## src/hw/rtl/cfdf_pkg.sv

```systemverilog
// Package for the CRC-16 framed packet deframer.
// Holds the event codes, frame constants, result item type and CRC byte update.
// No dependencies; used by every module of the block.
`default_nettype none

package cfdf_pkg;

  // Counter width; the counter fields of a result item carry the same width
  localparam int CNT_W = 32;

  localparam logic [15:0] CRC_POLY    = 16'h1021;
  localparam logic [15:0] CRC_INIT    = 16'hFFFF;
  localparam logic [15:0] MAX_LEN_RST = 16'd512;

  localparam logic [7:0] CH_S   = 8'h53;  // 'S'
  localparam logic [7:0] CH_G   = 8'h47;  // 'G'
  localparam logic [7:0] CH_P   = 8'h50;  // 'P'
  localparam logic [7:0] CH_A   = 8'h41;  // 'A'
  localparam logic [7:0] CH_E   = 8'h45;  // 'E'
  localparam logic [7:0] CH_C   = 8'h43;  // 'C'
  localparam logic [7:0] CH_T   = 8'h54;  // 'T'
  localparam logic [7:0] CH_K   = 8'h4B;  // 'K'
  localparam logic [7:0] CH_B   = 8'h42;  // 'B'
  localparam logic [7:0] VER_ID = 8'h01;

  // Event codes of a result item
  typedef enum logic [2:0] {
    EV_NONE     = 3'd0,
    EV_HEADER   = 3'd1,
    EV_DATA     = 3'd2,
    EV_VALID    = 3'd3,
    EV_CRC_FAIL = 3'd4,
    EV_RESYNC   = 3'd5
  } event_t;

  // One result item
  typedef struct packed {
    event_t           event_res;
    logic [7:0]       data_byte;
    logic [7:0]       frame_type;
    logic [15:0]      frame_length;
    logic [15:0]      payload_index;
    logic [15:0]      computed_crc;
    logic [15:0]      received_crc;
    logic [CNT_W-1:0] completed_frames;
    logic [CNT_W-1:0] valid_frames;
    logic [CNT_W-1:0] crc_failures;
    logic [CNT_W-1:0] recoveries;
  } res_t;

  // CRC-16/CCITT-FALSE, one byte, MSB first
  function automatic logic [15:0] crc_byte(input logic [15:0] crc, input logic [7:0] b);
    logic [15:0] c;
    c = crc ^ {b, 8'h00};
    for (int i = 0; i < 8; i++) begin
      if (c[15]) begin
        c = {c[14:0], 1'b0} ^ CRC_POLY;
      end else begin
        c = {c[14:0], 1'b0};
      end
    end
    return c;
  endfunction

  // Accepted frame type letters
  function automatic logic type_ok(input logic [7:0] b);
    return (b == CH_S) || (b == CH_P) || (b == CH_A) || (b == CH_E) ||
           (b == CH_C) || (b == CH_T) || (b == CH_K) || (b == CH_B);
  endfunction

endpackage

`default_nettype wire

```

## src/hw/rtl/cfdf_parser.sv

```systemverilog
// Frame parser: phase machine, running CRC, frame registers and counters.
// Builds one result item per accepted byte. Depends on cfdf_pkg.
`default_nettype none

module cfdf_parser (
  input  wire logic          clk,
  input  wire logic          rst_n,
  input  wire logic          accept,
  input  wire logic [7:0]    rx_byte,
  input  wire logic          cfg_we,
  input  wire logic [15:0]   cfg_wdata,
  output cfdf_pkg::res_t     res
);

  typedef enum logic [3:0] {
    PH_MAGIC_S = 4'd0,
    PH_MAGIC_G = 4'd1,
    PH_VERSION = 4'd2,
    PH_TYPE    = 4'd3,
    PH_LEN_HI  = 4'd4,
    PH_LEN_LO  = 4'd5,
    PH_PAYLOAD = 4'd6,
    PH_CRC_HI  = 4'd7,
    PH_CRC_LO  = 4'd8
  } phase_t;

  phase_t                     phase_r, phase_nxt, phase_pre;
  logic [15:0]                crc_r, crc_nxt, crc_pre, crc_upd;
  logic [7:0]                 type_r, type_nxt, type_pre;
  logic [15:0]                len_r, len_nxt, len_pre, len_full;
  logic [15:0]                rcvd_r, rcvd_nxt, rcvd_pre, rcvd_inc;
  logic [15:0]                rxcrc_r, rxcrc_nxt, rxcrc_pre, rxcrc_full;
  logic [15:0]                max_len_r;
  logic [cfdf_pkg::CNT_W-1:0] done_cnt_r, done_cnt_nxt;
  logic [cfdf_pkg::CNT_W-1:0] good_cnt_r, good_cnt_nxt;
  logic [cfdf_pkg::CNT_W-1:0] fail_cnt_r, fail_cnt_nxt;
  logic [cfdf_pkg::CNT_W-1:0] rec_cnt_r, rec_cnt_nxt;
  cfdf_pkg::event_t           ev;
  logic [15:0]                idx, rcrc;
  logic                       do_resync, count_rec;

  assign crc_upd    = cfdf_pkg::crc_byte(crc_r, rx_byte);
  assign len_full   = {len_r[15:8], rx_byte};
  assign rcvd_inc   = rcvd_r + 16'd1;
  assign rxcrc_full = {rxcrc_r[15:8], rx_byte};

  // Per-byte phase decode
  always_comb begin
    phase_pre    = phase_r;
    crc_pre      = crc_r;
    type_pre     = type_r;
    len_pre      = len_r;
    rcvd_pre     = rcvd_r;
    rxcrc_pre    = rxcrc_r;
    done_cnt_nxt = done_cnt_r;
    good_cnt_nxt = good_cnt_r;
    fail_cnt_nxt = fail_cnt_r;
    ev           = cfdf_pkg::EV_NONE;
    idx          = 16'd0;
    rcrc         = 16'd0;
    do_resync    = 1'b0;
    count_rec    = 1'b0;
    case (phase_r)
      PH_MAGIC_S: begin
        if (rx_byte == cfdf_pkg::CH_S) phase_pre = PH_MAGIC_G;
      end
      PH_MAGIC_G: begin
        if (rx_byte == cfdf_pkg::CH_G) begin
          phase_pre = PH_VERSION;
        end else if (rx_byte != cfdf_pkg::CH_S) begin
          phase_pre = PH_MAGIC_S;
        end
      end
      PH_VERSION: begin
        if (rx_byte != cfdf_pkg::VER_ID) begin
          ev        = cfdf_pkg::EV_RESYNC;
          do_resync = 1'b1;
          count_rec = 1'b1;
        end else begin
          crc_pre   = crc_upd;
          phase_pre = PH_TYPE;
        end
      end
      PH_TYPE: begin
        if (!cfdf_pkg::type_ok(rx_byte)) begin
          ev        = cfdf_pkg::EV_RESYNC;
          do_resync = 1'b1;
          count_rec = 1'b1;
        end else begin
          type_pre  = rx_byte;
          crc_pre   = crc_upd;
          phase_pre = PH_LEN_HI;
        end
      end
      PH_LEN_HI: begin
        len_pre   = {rx_byte, 8'h00};
        crc_pre   = crc_upd;
        phase_pre = PH_LEN_LO;
      end
      PH_LEN_LO: begin
        // low byte is folded in even when the length is too large
        len_pre = len_full;
        crc_pre = crc_upd;
        if (len_full > max_len_r) begin
          ev        = cfdf_pkg::EV_RESYNC;
          do_resync = 1'b1;
          count_rec = 1'b1;
        end else begin
          ev        = cfdf_pkg::EV_HEADER;
          phase_pre = (len_full == 16'd0) ? PH_CRC_HI : PH_PAYLOAD;
        end
      end
      PH_PAYLOAD: begin
        ev       = cfdf_pkg::EV_DATA;
        idx      = rcvd_r;
        crc_pre  = crc_upd;
        rcvd_pre = rcvd_inc;
        if (rcvd_inc == len_r) phase_pre = PH_CRC_HI;
      end
      PH_CRC_HI: begin
        rxcrc_pre = {rx_byte, 8'h00};
        phase_pre = PH_CRC_LO;
      end
      PH_CRC_LO: begin
        rxcrc_pre    = rxcrc_full;
        rcrc         = rxcrc_full;
        done_cnt_nxt = done_cnt_r + 1'b1;
        do_resync    = 1'b1;
        if (rxcrc_full == crc_r) begin
          good_cnt_nxt = good_cnt_r + 1'b1;
          ev           = cfdf_pkg::EV_VALID;
        end else begin
          fail_cnt_nxt = fail_cnt_r + 1'b1;
          ev           = cfdf_pkg::EV_CRC_FAIL;
          count_rec    = 1'b1;
        end
      end
      default: begin
        phase_pre = PH_MAGIC_S;
      end
    endcase
  end

  // Resync clears the frame registers and reloads the CRC
  always_comb begin
    rec_cnt_nxt = count_rec ? rec_cnt_r + 1'b1 : rec_cnt_r;
    if (do_resync) begin
      phase_nxt = (rx_byte == cfdf_pkg::CH_S) ? PH_MAGIC_G : PH_MAGIC_S;
      crc_nxt   = cfdf_pkg::CRC_INIT;
      type_nxt  = 8'd0;
      len_nxt   = 16'd0;
      rcvd_nxt  = 16'd0;
      rxcrc_nxt = 16'd0;
    end else begin
      phase_nxt = phase_pre;
      crc_nxt   = crc_pre;
      type_nxt  = type_pre;
      len_nxt   = len_pre;
      rcvd_nxt  = rcvd_pre;
      rxcrc_nxt = rxcrc_pre;
    end
  end

  // Result item: frame values before the resync, counters after the byte
  always_comb begin
    res.event_res        = ev;
    res.data_byte        = rx_byte;
    res.frame_type       = type_pre;
    res.frame_length     = len_pre;
    res.payload_index    = idx;
    res.computed_crc     = crc_pre;
    res.received_crc     = rcrc;
    res.completed_frames = done_cnt_nxt;
    res.valid_frames     = good_cnt_nxt;
    res.crc_failures     = fail_cnt_nxt;
    res.recoveries       = rec_cnt_nxt;
  end

  // State and configuration register
  always_ff @(posedge clk) begin
    if (!rst_n) begin
      phase_r    <= PH_MAGIC_S;
      crc_r      <= cfdf_pkg::CRC_INIT;
      type_r     <= 8'd0;
      len_r      <= 16'd0;
      rcvd_r     <= 16'd0;
      rxcrc_r    <= 16'd0;
      done_cnt_r <= '0;
      good_cnt_r <= '0;
      fail_cnt_r <= '0;
      rec_cnt_r  <= '0;
      max_len_r  <= cfdf_pkg::MAX_LEN_RST;
    end else begin
      if (cfg_we) max_len_r <= cfg_wdata;
      if (accept) begin
        phase_r    <= phase_nxt;
        crc_r      <= crc_nxt;
        type_r     <= type_nxt;
        len_r      <= len_nxt;
        rcvd_r     <= rcvd_nxt;
        rxcrc_r    <= rxcrc_nxt;
        done_cnt_r <= done_cnt_nxt;
        good_cnt_r <= good_cnt_nxt;
        fail_cnt_r <= fail_cnt_nxt;
        rec_cnt_r  <= rec_cnt_nxt;
      end
    end
  end

  // The last CRC byte always returns to magic hunting
  a_crc_lo_resync: assert property (@(posedge clk) disable iff (!rst_n)
    accept && (phase_r == PH_CRC_LO) |=> (phase_r == PH_MAGIC_S) || (phase_r == PH_MAGIC_G))
    else $error("parser did not resync after CRC low byte");

  // A CRC failure also counts as a recovery
  a_fail_recovers: assert property (@(posedge clk) disable iff (!rst_n)
    accept && (ev == cfdf_pkg::EV_CRC_FAIL) |=> rec_cnt_r == $past(rec_cnt_r) + 1'b1)
    else $error("recovery count missed a CRC failure");

  // Frame state holds while no item is taken
  a_hold_idle: assert property (@(posedge clk) disable iff (!rst_n)
    !accept |=> $stable(crc_r) && $stable(rcvd_r) && $stable(rec_cnt_r))
    else $error("parser state moved without an item");

endmodule

`default_nettype wire

```

## src/hw/rtl/cfdf_out_buf.sv

```systemverilog
// Result register with a skid stage between the parser and the output channel.
// Takes a new item every cycle while the consumer keeps up. Depends on cfdf_pkg.
`default_nettype none

module cfdf_out_buf (
  input  wire logic           clk,
  input  wire logic           rst_n,
  input  wire logic           push,
  input  wire cfdf_pkg::res_t push_data,
  output logic                push_ready,
  output logic                out_vld,
  input  wire logic           out_rdy,
  output cfdf_pkg::res_t      out_data
);

  logic           out_vld_r, skid_vld_r;
  cfdf_pkg::res_t out_data_r, skid_data_r;
  logic           pop, out_free;

  assign pop        = out_vld_r && out_rdy;
  assign out_free   = pop || !out_vld_r;
  assign push_ready = !skid_vld_r;
  assign out_vld    = out_vld_r;
  assign out_data   = out_data_r;

  // Control: skid drains first into the output register
  always_ff @(posedge clk) begin
    if (!rst_n) begin
      out_vld_r  <= 1'b0;
      skid_vld_r <= 1'b0;
    end else if (out_free) begin
      out_vld_r  <= skid_vld_r || push;
      skid_vld_r <= skid_vld_r && push;
    end else if (push) begin
      skid_vld_r <= 1'b1;
    end
  end

  // Payload
  always_ff @(posedge clk) begin
    if (out_free) begin
      if (skid_vld_r) begin
        out_data_r  <= skid_data_r;
        skid_data_r <= push_data;
      end else begin
        out_data_r <= push_data;
      end
    end else if (push) begin
      skid_data_r <= push_data;
    end
  end

  // Skid only fills behind a held result
  a_skid_behind: assert property (@(posedge clk) disable iff (!rst_n)
    skid_vld_r |-> out_vld_r)
    else $error("skid stage full while output register empty");

  // A held skid item moves forward on a pop
  a_skid_moves: assert property (@(posedge clk) disable iff (!rst_n)
    skid_vld_r && pop |=> out_vld_r && (out_data_r == $past(skid_data_r)))
    else $error("skid item lost on pop");

  // No item taken while both stages are full
  a_no_overrun: assert property (@(posedge clk) disable iff (!rst_n)
    skid_vld_r |-> !push)
    else $error("item pushed into a full buffer");

endmodule

`default_nettype wire

```

## src/hw/rtl/crc16_framed_packet_deframer.sv

```systemverilog
// Top level of the CRC-16 framed packet deframer.
// Instantiates cfdf_parser and cfdf_out_buf; depends on cfdf_pkg.
//
//   Channel   Direction  Handshake             Payload
//   in_       input      in_valid / in_ready   in_rx_byte
//   out_      output     out_valid / out_ready out_event_res .. out_recoveries
//   cfg_      input      cfg_we (no wait)      cfg_wdata (max payload length)
//
// One byte per cycle while the consumer keeps up; each byte yields one registered result item.
// The parse is one pass through the CRC XOR network and phase decode to the result register.
// A two-entry output buffer (result register plus skid) lets input continue while
// the consumer stalls; in_ready drops only when both entries are full.
// Synchronous active-low reset; max payload length resets to 512.
`default_nettype none

module crc16_framed_packet_deframer (
  input  wire logic                        clk,
  input  wire logic                        rst_n,
  input  wire logic                        in_valid,
  output logic                             in_ready,
  input  wire logic [7:0]                  in_rx_byte,
  output logic                             out_valid,
  input  wire logic                        out_ready,
  output logic [2:0]                       out_event_res,
  output logic [7:0]                       out_data_byte,
  output logic [7:0]                       out_frame_type,
  output logic [15:0]                      out_frame_length,
  output logic [15:0]                      out_payload_index,
  output logic [15:0]                      out_computed_crc,
  output logic [15:0]                      out_received_crc,
  output logic [cfdf_pkg::CNT_W-1:0]       out_completed_frames,
  output logic [cfdf_pkg::CNT_W-1:0]       out_valid_frames,
  output logic [cfdf_pkg::CNT_W-1:0]       out_crc_failures,
  output logic [cfdf_pkg::CNT_W-1:0]       out_recoveries,
  input  wire logic                        cfg_we,
  input  wire logic [15:0]                 cfg_wdata
);

  logic           accept;
  cfdf_pkg::res_t parse_res, out_res;

  assign accept = in_valid && in_ready;

  cfdf_parser u_parser (
    .clk       (clk),
    .rst_n     (rst_n),
    .accept    (accept),
    .rx_byte   (in_rx_byte),
    .cfg_we    (cfg_we),
    .cfg_wdata (cfg_wdata),
    .res       (parse_res)
  );

  cfdf_out_buf u_out_buf (
    .clk        (clk),
    .rst_n      (rst_n),
    .push       (accept),
    .push_data  (parse_res),
    .push_ready (in_ready),
    .out_vld    (out_valid),
    .out_rdy    (out_ready),
    .out_data   (out_res)
  );

  // Unpack the result item onto its ports
  assign out_event_res        = out_res.event_res;
  assign out_data_byte        = out_res.data_byte;
  assign out_frame_type       = out_res.frame_type;
  assign out_frame_length     = out_res.frame_length;
  assign out_payload_index    = out_res.payload_index;
  assign out_computed_crc     = out_res.computed_crc;
  assign out_received_crc     = out_res.received_crc;
  assign out_completed_frames = out_res.completed_frames;
  assign out_valid_frames     = out_res.valid_frames;
  assign out_crc_failures     = out_res.crc_failures;
  assign out_recoveries       = out_res.recoveries;

endmodule

`default_nettype wire
```

## config.mk

```make
export PLATFORM = sky130hd
export DESIGN_NAME = crc16_framed_packet_deframer
export DESIGN_NICKNAME = d
export VERILOG_FILES = /design/src/hw/rtl/cfdf_pkg.sv /design/src/hw/rtl/cfdf_parser.sv /design/src/hw/rtl/cfdf_out_buf.sv /design/src/hw/rtl/crc16_framed_packet_deframer.sv
export SDC_FILE = /design/constraint.sdc
export NUM_CORES = 1
export LEC_CHECK = 0
export ABC_AREA = 1
export ABC_CLOCK_PERIOD_IN_PS = 37600
export BUFFER_PORTS_ARGS = -buffer_cell sky130_fd_sc_hd__buf_2
export CORE_ASPECT_RATIO = 2
export CORE_UTILIZATION = 60
export DETAILED_ROUTE_END_ITERATION = 10
export PLACE_DENSITY = 0.8
export SYNTH_ARGS = -nofsm -noshare
export SYNTH_HDL_FRONTEND = slang
export SYNTH_SLANG_ARGS = --single-unit
```

## constraint.sdc

```tcl
create_clock -name clk -period 37.6 [get_ports clk]
set_input_delay 1.88 -clock clk [delete_from_list [all_inputs] [get_ports clk]]
set_output_delay 1.88 -clock clk [all_outputs]
set_load 0.1 [all_outputs]
```

==> out/qor.yml <==
status:
  status: "completed"
clock_network:
  cts_root_buffer: "clkbuf_16"
  hold_buffers: 0
  cts_htree_levels: 2
  clock_path_buffers: 3
  clkTransAtPathRegs_ns: 0.07
  clk-insertion-delay-late_ns: 0.60
  cts_tree: "built"
  cts_setup_buffers: 0
  cts_sinks: 636
  cts_made_buffers: 52
  post_cts_resized: 0
routing:
  drtIter0Drc: 1844
  met3_length_um: 4298
  dr_wl_met2_um: 42580
  highest_layer: "met4"
  vias_per_cell: 5.570
  drc: 0
  routedWlPerCell_um: 18.61
  wirelength_um: 81160
  wl_met1_um: 28830
  vias: 24290
  ant_nets: 0
  dr.pass1.iters: 5
logic_synthesis:
  synthDistinctLibCells: 45
  ys_ff_latch: 636
  async_flop_share: 0
  yosys.area.top_type_share: 0.4206
  synth_warnings: 0
  synth_edf_count: 422
  seq_area_frac_synth: 0.5628
  syn_inst: 3514
  syn_area_mm2: 0.03013
  yosys-top-cells-count: "nand2_1 (1050), edfxtp_1 (422), inv_1 (411), nor2_1 (290), dfxtp_1 (214)"
  synth_flop_cell: "edfxtp_1"
  yosys-top-cells-area: "edfxtp_1 (42%), dfxtp_1 (14%), nand2_1 (13%)"
  synth.most_common_cell: "nand2_1"
  syn_avg_cell_area_um2: 8.573
  syn_nets: 3564
  yosysTopAreaCell: "edfxtp_1"
critical_path:
  r2r_start: "u_out_buf.skid_vld_r"
  r2r_end: "u_parser.len_r[3]"
  reg2reg_slack_ns: 33.28
  startpoint: "u_out_buf.skid_vld_r"
  path_class: "flip-flop to output port"
  r2r_cells: 7
  end_kind: "output port"
  cp-start-kind: "flip-flop"
  cp_data_arrival_time_ns: 2.44
  required_ns: 35.72
  worst-path-max-fanout: 123
global_route:
  grt_pass1_vias: 23600
  grt_max_degree: 164
  grt_pass1_wl_um: 126700
  grt_antenna_before_repair: 1
  grt_use_total: 0.3192
  grt-ovfl-total: 0
placement:
  gp_congestion: 1.004
  place_inst: 4264
  hpwl_um: 56100
  io_buffers: 241
sta:
  tightest_slew_ns: 1.083
  max_slew_margin: 0.2780
  setup_tns_ns: 0
  setup_viol_count_final: 0
  rsz0062_at_grt: "no"
  timing.hold.ws_ns: 0.4624
  period_share: 0.1150
  final-hold-violation-count: 0
  fmax_ghz: 0.2313
  fin_skew_ns: 0.01956
  slew_viol_final: 0
  fin_crit_ns: 4.324
flow_run:
  cap_violations: 0
min_path:
  hold_class: "flip-flop to flip-flop"
  hold_path_depth: 2
  hold_start: "u_parser.type_r[7]"
  hold-path-endpoint: "u_parser.type_r[7]"
layout:
  final_layout_size_suffix_gt1_frac: 0.1116
  nNetsFinal: 3725
  area_growth_pct: 10.91
  antennaDiodeCount: 0
  fin_cells: 4360
  fillCellCount: 4012
floorplanning:
  ioPinCount: 242
  die_area_mm2: 0.05116
  fp.dieH_um: 318.9
  die_x_um: 160.4
  initial_core_util: 0.6104
  core_mm2: 0.04935
  row_count: 115
pwr:
  p_leak_nw: 14.73
  vdd.ir_drop.worst_uv: 51.02
  powerDensity_mw_per_mm2: 57.14
## per-layer routing
layer	vias up	track usage
met1	11310	0.3450
met5	-	0
met3	248	0.03850
met4	0	0.1981
li1	11850	-
met2	884	0.5851
## final cells by class
| class | instances | area, µm² | share of cell area |
|---|---|---|---|
| clock buffer | 66 | 1415 | 0.04235 |
| clock inverter | 30 | 306.5 | 0.009175 |
| inverter | 425 | 1607 | 0.04808 |
| multi-input combinational | 2298 | 10940 | 0.3275 |
| sequential | 636 | 16960 | 0.5076 |
| tap | 643 | 804.5 | 0.02408 |
| timing repair buffer | 262 | 1376 | 0.04119 |
## critical path, cell delays in order, from the launching register on
cell,delay [ns]
dfxtp_4,0.51
inv_8,0.56
buf_2,0.56
## how the worst max path moves through the flow
stage	to	slack, ns	cells after the start
floorplan	u_out_buf.skid_data_r[0]	10.97	3
detailed placement	u_parser.len_r[3]	32.72	7
CTS	u_parser.len_r[3]	33.27	7
global route	u_parser.len_r[6]	33.01	7
finish	in_ready	33.28	2
global placement	u_parser.len_r[4]	32.76	7
## placed cells by master (no fill, tap or decap), drive strengths merged, types with 8 or more instances in the layout
master,n
o21ai,262
buf,262
ha,21
inv,422
o22ai,8
o2111ai,12
clkinv,21
clkbuf,66
xor2,102
nand3,128
dfxtp,214
nor3,59
a21oi,183
nor2,303
nand2,1055
edfxtp,422
nand4,42
a211oi,15
xnor2,18
nor4,11
a31oi,63
## cell families after synthesis
family          Yosys count  share of synthesized area
buf+inv                 580                    0.07488
xor+xnor                120                    0.03489
simple gates           1603                     0.2159
mux                       2                  0.0006645
fa+ha+maj                21                   0.008722
compound gates          552                     0.1021
flops                   636                     0.5628
## through the flow
step                total power [mW]  setup WS, ns  area (µm²)  utilization
finish                         1.909         33.28       33410       0.6770
global route                   1.971         33.01       33410       0.6770
CTS                            1.913         33.27       33410       0.6770
detailed placement             1.359         32.72       31690       0.6421
global placement               1.354         32.76       31690       0.6421
floorplan                      1.269         10.97       30130            -
## power by group
group	internal [mW]	total [mW]	switching, mW
Sequential	0.821	0.859	0.0382
Clock	0.308	0.562	0.254
Combinational	0.0817	0.488	0.406
Total	1.21	1.91	0.699
## state kept, by name (all words and copies together) (netlist names)
| name | count |
|---|---|
| u_out_buf.out_data | 211 |
| u_out_buf.skid_data_r | 211 |
| u_parser.done_cnt_r | 32 |
| u_parser.fail_cnt_r | 32 |
| u_parser.good_cnt_r | 32 |
| u_parser.rec_cnt_r | 32 |
| u_parser.crc_r | 16 |
| u_parser.len_r | 16 |
| u_parser.max_len_r | 16 |
| u_parser.rcvd_r | 16 |
| u_parser.rxcrc_r | 8 |
| u_parser.type_r | 8 |
| u_parser.phase_r | 4 |
| u_out_buf.out_vld | 1 |
| u_out_buf.skid_vld_r | 1 |
Note: power is estimated with default switching activity, not from simulation.
